[src/design/hfbs_pkg.sv]
// Shared types, widths and helpers for the bilinear heightfield sampler.
// No dependencies; every other design file depends on this package.
package hfbs_pkg;

    localparam int GRID_SIDE_MAX = 256;
    localparam int SAMPLE_BITS   = 16;
    localparam int ADDR_W        = 16;
    localparam int COORD_W       = 24;
    localparam int INV_W         = 32;
    localparam int HGT_W         = 20;
    localparam int SIDE_W        = 9;
    localparam int CELL_W        = $clog2(GRID_SIDE_MAX);
    localparam int FRAC_W        = 16;
    localparam int PROD_W        = COORD_W + INV_W + 1;
    localparam int U_W           = 33;
    localparam int F_W           = U_W + CELL_W;
    localparam int ROW_W         = SAMPLE_BITS + FRAC_W + 1;
    localparam int MIXP_W        = ROW_W + FRAC_W + 1;
    localparam int MIX_W         = SAMPLE_BITS + FRAC_W;
    localparam int RES_W         = MIX_W + HGT_W;
    localparam int QUEUE_DEPTH   = 4;
    localparam int QPTR_W        = $clog2(QUEUE_DEPTH);
    localparam int OUT_DEPTH     = 4;
    localparam int OPTR_W        = $clog2(OUT_DEPTH);
    localparam int PADDR_W       = 4;
    localparam int PDATA_W       = 32;

    localparam logic signed [PROD_W-1:0] HALF_Q40 = PROD_W'(1) << 40 - 1;
    localparam logic signed [PROD_W-1:0] ONE_Q40  = PROD_W'(1) << 40;
    localparam logic [FRAC_W:0]          ONE_FRAC = (FRAC_W+1)'(1) << FRAC_W;

    localparam logic [INV_W-1:0]  INV_RESET  = INV_W'(2147483);
    localparam logic [HGT_W-1:0]  MAXH_RESET = HGT_W'(25600);
    localparam logic [SIDE_W-1:0] SIDE_RESET = SIDE_W'(256);

    typedef enum logic [0:0] {
        KIND_WRITE = 1'b0,
        KIND_QUERY = 1'b1
    } t_kind;

    typedef enum logic [1:0] {
        REG_INV_WORLD_SIZE = 2'd0,
        REG_MAX_HEIGHT     = 2'd1,
        REG_GRID_WIDTH     = 2'd2,
        REG_GRID_HEIGHT    = 2'd3
    } t_reg_idx;

    typedef struct packed {
        logic [INV_W-1:0]  inv_world_size;
        logic [HGT_W-1:0]  max_height;
        logic [SIDE_W-1:0] grid_width;
        logic [SIDE_W-1:0] grid_height;
    } t_cfg;

    // Item as classified by the front end, ready for the memory sequencer.
    typedef struct packed {
        t_kind                       kind;
        logic                        loaded;
        logic [3:0][ADDR_W-1:0]      addr;
        logic [FRAC_W-1:0]           tx;
        logic [FRAC_W-1:0]           tz;
        logic [SAMPLE_BITS-1:0]      value;
    } t_job;

    typedef struct packed {
        t_kind                  kind;
        logic                   loaded;
        logic [ADDR_W-1:0]      idx;
        logic [SAMPLE_BITS-1:0] value;
    } t_tag;

    function automatic logic [SIDE_W-1:0] side_of(input logic [SIDE_W-1:0] r);
        logic [SIDE_W-1:0] s;
        s = r;
        if (r < SIDE_W'(2)) begin
            s = SIDE_W'(2);
        end else if (r > SIDE_W'(GRID_SIDE_MAX)) begin
            s = SIDE_W'(GRID_SIDE_MAX);
        end
        return s;
    endfunction

    // Add one half, clamp to [0,1] in Q.40, then drop to Q.32.
    function automatic logic [U_W-1:0] clamp_u(input logic signed [PROD_W-1:0] p);
        logic signed [PROD_W-1:0] s;
        s = p + HALF_Q40;
        if (s[PROD_W-1]) begin
            s = '0;
        end else if (s > ONE_Q40) begin
            s = ONE_Q40;
        end
        return s[U_W+7:8];
    endfunction

endpackage

[src/design/hfbs_queue.sv]
// Short job queue between the front end and the memory sequencer.
// Depends on hfbs_pkg.
module hfbs_queue (
    input  logic              i_clk,
    input  logic              i_rst_n,
    input  logic              i_push_valid,
    input  hfbs_pkg::t_job    i_push_job,
    output logic              o_push_ready,
    output logic              o_pop_valid,
    output hfbs_pkg::t_job    o_pop_job,
    input  logic              i_pop_ready
);
    import hfbs_pkg::*;

    t_job              r_mem [QUEUE_DEPTH];
    logic [QPTR_W-1:0] r_wr, r_rd;
    logic [QPTR_W:0]   r_cnt;
    logic              w_push, w_pop;

    assign o_push_ready = (r_cnt != (QPTR_W+1)'(QUEUE_DEPTH));
    assign o_pop_valid  = (r_cnt != '0);
    assign o_pop_job    = r_mem[r_rd];
    assign w_push       = i_push_valid && o_push_ready;
    assign w_pop        = o_pop_valid && i_pop_ready;

    always_ff @(posedge i_clk) begin
        if (!i_rst_n) begin
            r_wr  <= '0;
            r_rd  <= '0;
            r_cnt <= '0;
        end else begin
            if (w_push) begin
                r_wr <= r_wr + QPTR_W'(1);
            end
            if (w_pop) begin
                r_rd <= r_rd + QPTR_W'(1);
            end
            if (w_push && !w_pop) begin
                r_cnt <= r_cnt + (QPTR_W+1)'(1);
            end else if (w_pop && !w_push) begin
                r_cnt <= r_cnt - (QPTR_W+1)'(1);
            end
        end
    end

    always_ff @(posedge i_clk) begin
        if (w_push) begin
            r_mem[r_wr] <= i_push_job;
        end
    end

endmodule

[config.mk]
export PLATFORM = sky130hd
export DESIGN_NAME = hfbs_queue
export DESIGN_NICKNAME = d
export VERILOG_FILES = /design/src/design/hfbs_pkg.sv /design/src/design/hfbs_queue.sv
export SDC_FILE = /design/constraint.sdc
export NUM_CORES = 1
export LEC_CHECK = 0
export ABC_AREA = 1
export ABC_CLOCK_PERIOD_IN_PS = 7400
export BUFFER_PORTS_ARGS = -buffer_cell sky130_fd_sc_hd__buf_2
export CAP_MARGIN = 20
export CORE_AREA = 4 4 294 181
export CTS_CLUSTER_SIZE = 16
export DETAILED_ROUTE_END_ITERATION = 10
export DIE_AREA = 0 0 298 185
export SLEW_MARGIN = 10
export SYNTH_ARGS = -nofsm -noshare
export SYNTH_HDL_FRONTEND = slang
export SYNTH_SLANG_ARGS = --single-unit
export TNS_END_PERCENT = 5
[constraint.sdc]
create_clock -name i_clk -period 7.4 [get_ports i_clk]
set_clock_uncertainty 0.05 [all_clocks]
set_input_delay 0 -clock i_clk [delete_from_list [all_inputs] [get_ports i_clk]]
set_output_delay 0 -clock i_clk [all_outputs]
set_load 0.05 [all_outputs]
# After elaboration in Yosys (flattened, before gate mapping)
# Memory sizes are Yosys's and may differ from the RTL's. A register that Yosys moved wholly into a read port is not among the register bits.
# Cells that the tools add are included.
totals:
  register_bits: 7
  ramBits: 456
  input_bits: 118
  out_inout_bits: 116
  elab_cells: 23
  n_memories: 1
mem_list:
  columns: ["memory", "words", "width", "rd", "rd_clocked_by_memory_dff", "write_ports", "line", "text"]
  rows:
  - ["r_mem", 4, 114, 1, 1, 1, "hfbs_queue.sv:15", "t_job r_mem [QUEUE_DEPTH];"]
op_classes:
  n_addsub: 4
  n_eq_ne: 1
  n_mux: 6
  reduce_logical: 8
ops:
  columns: ["cell", "n"]
  rows:
  - ["$mux W3", 2]
  - ["$add A2 B1 Y2 const B", 2]
  - ["$logic_and A1 B1 Y1", 4]
  - ["$mux W2", 2]
  - ["$add A3 B1 Y3 const B", 1]
  - ["$ne A3 B3 Y1 const B", 1]
  - ["$reduce_bool A3 Y1", 1]
  - ["$sub A3 B1 Y3 const B", 1]
  - ["$logic_not A1 Y1", 2]
  - ["$mux W1", 2]
  - ["$reduce_bool A2 Y1", 1]

# Logic depth before layout (Yosys ltp)
# Gate-level depths: netlist (run 1).
depth:
  depth_word: 6
  mapped_depth: 13
  depth_no_buf: 13

# Worst setup path after synthesis (run 1)
# Ideal clock, no wire load.
synth_timing:
  kind: "reg-to-reg"
  from: "reg r_cnt[0]"
  to: "mem r_mem[0][0] (netlist name) (enable)"
  setup_ns: 0.589
  arrival_time_ns: 5.815
  t_required_ns: 6.761
  setup_slack_ns: 0.947
  path_stages_with_launch: 5
  path_buffers: 0
  period_less_slack_ns: 6.453
  path_cell_list: "dfxtp_1 -> nor2_1 -> nand2_1 -> nand2_1 -> nor2_1"
synth_via:
  elab_chain_len: 4
synth_lines:
  columns: ["item", "line", "text"]
  rows:
  - ["start, declared", "hfbs_queue.sv:17", "logic [QPTR_W:0] r_cnt;"]
  - ["start signal, assigned", "hfbs_queue.sv:39", "r_cnt <= r_cnt + (QPTR_W+1)'(1);"]
  - ["start signal, assigned", "hfbs_queue.sv:41", "r_cnt <= r_cnt - (QPTR_W+1)'(1);"]
  - ["$ne A3 B3 Y1", "hfbs_queue.sv:20", "assign o_push_ready = (r_cnt != (QPTR_W+1)'(QUEUE_DEPTH));"]
  - ["net o_push_ready", "hfbs_queue.sv:8", "output logic o_push_ready,"]
  - ["$logic_and A1 B1 Y1", "hfbs_queue.sv:23", "assign w_push = i_push_valid && o_push_ready;"]
  - ["$mux W1", "hfbs_queue.sv:47", "if (w_push) begin"]
  - ["$mux W1 (implied by the code)", "hfbs_queue.sv:48", "r_mem[r_wr] <= i_push_job;"]
  - ["end, declared", "hfbs_queue.sv:15", null]
# The timed path passes the listed nets, and every way through them passes these cells.

==> flow_summary_export.csv, run 1 <==
group,metric,value,unit
status,status,"complete, no violations",
timing,tns,0,ps
timing,setup_ws,4040,ps
clock_tree,clock_path_buffers,3,
setup_path,r2r-start,"r_cnt[1]",
run,maxCapViolCount,0,
cells_and_area,stdcell_area,21700,µm²
timing,hold_viol_final,0,
die,die_x,298,µm
routing,via_per_inst,4.86,
setup_path,max_stage_delay,830,ps
die,core.rowCount,64,
logic_synthesis,synthSimpleGateAreaFrac,5.68,%
pwr,ir_drop,244,µV
die,die_area,55100,µm²
routing,drc_errors,0,
routing,drt_iter0_markers,708,
pwr,power_density,381,nW/µm²
routing,num_vias,10700,
setup_path,end_kind,"primary output",
cells_and_area,area_growth,24.5,%
clock_tree,cts_num_sinks,465,
timing,final-max-slew-violation-count,0,
logic_synthesis,ys_warn_count,0,
setup_path,rrSetupSlack,5170,ps
global_routing,grt_pass1_vias,10700,
setup_path,path_class,"flop to primary output",
logic_synthesis,syn-num-nets,1294,
setup_path,worstPathMaxFanout,86,
clock_tree,cts_tree,"built",
clock_tree,htree_levels,2,
logic_synthesis,netlist_instances,1170,
place,placed_area,19100,µm²
place,place_congestion,0.727,
timing,fin_crit_sh,45.5,%
routing,wl,41000,µm
timing,rsz0062_at_grt,"false",
die,coreArea,50400,µm²
cells_and_area,diodes,0,
timing,timing.final.crit_period,3360,ps
logic_synthesis,synth-xor-area-share,0.0501,%
global_routing,grt-ovfl-total,0,
global_routing,grt_max_degree,115,
clock_tree,path_clk_slew,60,ps
setup_path,cp.depth,5,
logic_synthesis,synth_compound_area_share,10.7,%
logic_synthesis,synthMuxAreaShare,0,%
setup_path,critPathCapture,"o_pop_job[28]",
global_routing,gr-usage-all-layers,14.5,%
clock_tree,cts_buffers,45,
pwr,leakagePower,0.00755,µW
cells_and_area,drive_gt1_share,20.6,%
setup_path,required,7350,ps
hold_path,min_path_type,"input port to flop",
timing,fmax,297,MHz
timing,worst_slew_pin_slew,958,ps
setup_path,r2r_end,"r_cnt[1]",
routing,wl_per_cell,18.7,µm
routing,ant_nets,0,
place,dp_slack,4630,ps
setup_path,cp-start-kind,"flop",
logic_synthesis,ys_types,23,
hold_path,hp-start,"i_push_job[18]",
clock_tree,insertion_delay,550,ps
clock_tree,cts_root_buffer,"clkbuf_16",
setup_path,crit_path_top_delay_cell,"buf_4",
setup_path,cp_num_buf_inv,3,
setup_path,arrival,3310,ps
logic_synthesis,ys_ff_latch,465,
logic_synthesis,postSynthAreaPerCell,14.9,µm²
routing,first_pass_iters,6,
pwr,p_total,8290,µW
logic_synthesis,ys_seq_area_share,79.4,%
cells_and_area,fin_util,43.1,%
die,io_pins,234,
setup_path,path_cells,"inv_6 -> buf_4 -> nor2_1 -> o22ai_1 -> buf_2",
die,start_util,34.6,%
logic_synthesis,synth_top_family_by_area,"compound AO/OA/AOI/OAI gates",
cells_and_area,final_nets,1628,
logic_synthesis,synth_fa_ha_area_share,0.473,%
timing,relSlewSlack,36.1,%
setup_path,cp_top_family,"buffers and inverters",
place,io_buffers,233,
place,dp.final_hpwl,21700,µm
global_routing,grt_pass1_wl,62900,µm
logic_synthesis,syn-cell-area,17500,µm²
setup_path,worst-r2r-cell-count,9,
global_routing,antenna_found_initial,1,
timing,finalSetupViolCount,0,
die,die_h,185,µm
==> cell families (layout without fill, tap and decap cells) <==
| family | after synthesis | after routing |
|---|---|---|
| compound gates | 346 | 346 |
| xor+xnor | 1 | 1 |
| fa+ha+maj | 6 | 6 |
| buf+inv | 90 | 457 |
| flops | 465 | 465 |
| simple gates | 262 | 262 |
==> worst min-delay path by stage <==
stage,endpoint,depth (start not counted)
2_1_floorplan,r_mem[0][0],0
3_3_place_gp,r_mem[3][87],1
3_5_place_dp,r_mem[3][4],1
4_1_cts,r_mem[0][15],2
5_1_grt,r_mem[1][18],2
6_report,r_mem[0][18],2
==> layout make-up <==
type	count	area [µm²]
multi-input combinational	615	2990
clock inverter	28	335
fill	4544	28700
clock buffer	52	1170
tap	660	826
timing repair buffer	361	2470
inverter	16	67.6
sequential	465	13900
==> layer usage <==
layer / global-route usage [%] / vias to the layer above / part of all wire [%]
met5: 0 / - / 0.032
met3: 3.06 / 58 / 5.6
met2: 24.1 / 272 / 47
li1: - / 5087 / -
met4: 3.10 / 2 / 1.6
met1: 19.9 / 5260 / 46
==> power breakdown <==
group	switching (µW)	internal [µW]	leakage, µW
combinational	2080	560	0.00257
clock	982	1360	0.000729
sequential	108	3200	0.00425
==> worst register-to-register path: stages (launching register included) <==
cell and delay (ps):
dfxtp_1 340, nor2_1 150, nand2_1 130, nand2_1 360, inv_1 160, ha_1 240, inv_1 90, fa_1 410
o21ai_0 160, nor2_1 50
==> per-stage QoR <==
stage          instances  hold slack, ps
4_1_cts             2197            89.9
2_1_floorplan       1170            48.9
3_5_place_dp        1999             167
5_1_grt             2197             110
3_3_place_gp        1999             163
6_report            2197             139
==> cells in the final DEF (no fill, tap or decap), types with 4 or more instances in the layout <==
| cell | count |
|---|---|
| clkbuf_16 | 46 |
| buf_12 | 4 |
| o21ai_1 | 117 |
| dlygate4sd3_1 | 118 |
| o22ai_1 | 114 |
| edfxtp_1 | 456 |
| clkinv_1 | 8 |
| ha_1 | 5 |
| clkbuf_1 | 6 |
| clkinv_2 | 6 |
| buf_4 | 6 |
| buf_2 | 233 |
| nand2_1 | 15 |
| dfxtp_1 | 7 |
| bufinv_16 | 6 |
| nor2_1 | 238 |
| nor2_4 | 4 |
| o21ai_0 | 112 |
| nand3_1 | 4 |
| inv_1 | 14 |
==> cell usage after synthesis <==
library cell	count	area, µm²
o21ai_1	117	586
inv_1	14	52.6
inv_4	1	6.26
clkbuf_2	7	35.0
a21oi_1	3	15.0
o22ai_1	114	713
xor2_1	1	8.76
ha_1	5	62.6
clkbuf_8	1	13.8
clkbuf_1	10	37.5
fa_1	1	20.0
dfxtp_1	9	180
buf_8	1	15.0
nand2_1	15	56.3
nor2_1	242	908
buf_4	14	105
nand3_1	4	20.0
o21ai_0	112	561
buf_2	15	75.1
buf_6	26	293
inv_2	1	3.75
nand3b_1	1	7.51
edfxtp_1	456	13700
==> registers in the layout, indices dropped and copies added, names as in the netlist, named ones only <==
name / cells
r_cnt: 3
r_mem: 456
r_rd: 2
r_wr: 2
==> timing repair <==
| item | 4_1_cts | 5_1_grt |
|---|---|---|
| endpoints found under the hold margin | 465 | 0 |
| buffers inserted | 0 | 0 |
| hold buffers | 118 | 0 |
| resized for setup | 0 | 0 |
Note: power is estimated with default switching activity, not from simulation.
==> run 2, diff against run 1 <==
ABC_CLOCK_PERIOD_IN_PS = 3500   (was 7400)
clock period = 3.5 ns   (was 7.4 ns; I/O delays follow)
==> run 2 against run 1 <==
Against the previous run:
- wire length decreased by 1.7%
- sequential share of layout area about the same
- cell area about the same
- clock-buffer cell count decreased by 1
- register-to-register slack got worse by 3900 ps
- utilization about the same
- non-clock buffer count increased by 7
==> flow_summary_export.csv, run 2 (same netlist as run 1, synthesis figures left out) <==
group,metric,value,unit
routing,drc_errors,0,
cells_and_area,top_register,"r_mem",
clock_tree,cts_num_sinks,465,
clock_tree,cts_buffers,44,
global_routing,grt_pass1_vias,10800,
setup_path,path_cells,"buf_4 -> o21ai_0 -> o22ai_1 -> buf_2",
timing,fin_crit_sh,80.1,%
timing,worst_slew_pin_slew,835,ps
clock_tree,clock_path_buffers,3,
routing,wl_per_cell,18.3,µm
cells_and_area,largest_register_ffs,456,
setup_path,critPathCapture,"o_pop_job[39]",
die,die_area,55100,µm²
setup_path,cp_num_buf_inv,2,
status,status,"complete, no violations",
clock_tree,cts_setup_buffers,0,
timing,finalSetupViolCount,0,
routing,top_layer,"met4",
setup_path,r2r_end,"r_cnt[1]",
global_routing,grt-ovfl-total,0,
place,dp.final_hpwl,22200,µm
place,dp_cells,2007,
clock_tree,path_clk_slew,70,ps
setup_path,path_class,"flop to primary output",
setup_path,cp.depth,4,
cells_and_area,area_growth,24.5,%
setup_path,arrival,2760,ps
setup_path,rrSetupSlack,1250,ps
pwr,p_total,17300,µW
cells_and_area,stdcell_area,21800,µm²
setup_path,end_kind,"primary output",
timing,timing.final.crit_period,2810,ps
clock_tree,htree_levels,2,
cells_and_area,fin_util,43.1,%
timing,holdWs,157,ps
die,io_pins,234,
die,coreArea,50400,µm²
clock_tree,cts_root_buffer,"clkbuf_16",
global_routing,grt_max_degree,135,
die,start_util,34.6,%
cells_and_area,reg_top3,"r_mem x456, r_cnt x3",
die,core.rowCount,64,
pwr,ir_drop,477,µV
cells_and_area,drive_gt1_share,20.7,%
pwr,power_density,796,nW/µm²
routing,via_per_inst,4.86,
timing,hold_viol_final,0,
setup_path,crit_path_top_delay_cell,"dfxtp_4",
cells_and_area,final_cell_mix,"edfxtp_1 (456), nor2_1 (238), buf_2 (233), o21ai_1 (117), dlygate4sd3_1 (117)",
die,die_h,185,µm
hold_path,min_path_type,"input port to flop",
clock_tree,insertion_delay,540,ps
routing,wl_met1,18700,µm
routing,num_vias,10700,
routing,wl,40300,µm
global_routing,grt_pass1_wl,62200,µm
global_routing,gr-usage-all-layers,14.2,%
routing,wl_met3,2640,µm
cells_and_area,layout_commonest_cell,"edfxtp_1",
setup_path,required,3450,ps
die,die_x,298,µm
place,place_congestion,0.702,
routing,first_pass_iters,4,
routing,routed-wl-met2,18400,µm
place,io_buffers,233,
timing,fmax,356,MHz
setup_path,r2r-start,"r_cnt[0]",
pwr,leakagePower,0.00756,µW
clock_tree,cts_tree,"built",
run,maxCapViolCount,0,
clock_tree,cts-resized-gates,0,
setup_path,cp_top_family,"buffers and inverters",
setup_path,cp-start-kind,"flop",
setup_path,worstPathMaxFanout,52,
setup_path,worst-r2r-cell-count,9,
timing,final-max-slew-violation-count,0,
timing,relSlewSlack,44.3,%
routing,ant_nets,0,
cells_and_area,instances_no_fill,2199,
routing,drt_iter0_markers,697,
timing,rsz0062_at_grt,"false",
place,placed_area,19200,µm²
setup_path,max_stage_delay,760,ps
global_routing,antenna_found_initial,1,
cells_and_area,final_nets,1634,
==> run 2: cell count changes in the layout (fill, tap and decap cells not counted), moves of 2 or more <==
cell	previous run	this run
buf_12	4	10
buf_4	6	8
clkinv_8	2	0
clkinvlp_4	3	1
==> run 2: through the flow <==
step / worst slack [ps] / setup TNS [ps]
floorplan: -1090 / -496720
global placement: 1250 / 0
detailed placement: 1240 / 0
CTS: 634 / 0
global route: 469 / 0
finish: 695 / 0
==> run 2: area by class of cell <==
cell class	count	area (µm²)
fill	4561	28700
sequential	465	13900
multi-input combinational	615	2990
timing repair buffer	368	2600
clock buffer	51	1150
tap	660	826
clock inverter	23	239
inverter	16	70.1
antenna	1	2.50
==> run 2: worst min path at each step <==
stage | slack, ps | end | from | cells past startpoint
after floorplan | 50 | r_mem[0][0] | i_push_job[0] | 0
after CTS | 130 | r_mem[2][48] | i_push_job[48] | 2
after detailed placement | 170 | r_mem[3][8] | i_push_job[8] | 1
after global placement | 160 | r_mem[1][2] | i_push_job[2] | 1
after global routing | 140 | r_mem[0][54] | i_push_job[54] | 2
final | 160 | r_mem[2][48] | i_push_job[48] | 2
==> run 2: routing by layer <==
metal  global-route usage (%)  vias to the layer above
met3                     3.22                       46
met4                     2.72                        0
met1                     20.0                     5259
met5                        0                        -
li1                         -                     5097
met2                     22.9                      275
==> run 2: what timing repair did <==
| action | 4_1_cts | 5_1_grt |
|---|---|---|
| setup endpoints to repair | 0 | 0 |
| hold buffers | 117 | 0 |
| hold endpoints to repair | 465 | 0 |
==> run 2: report_power, final <==
group	internal (µW)	switching (µW)
Sequential	6760	204
Combinational	1240	4420
Clock	2710	1980
Total	10700	6610
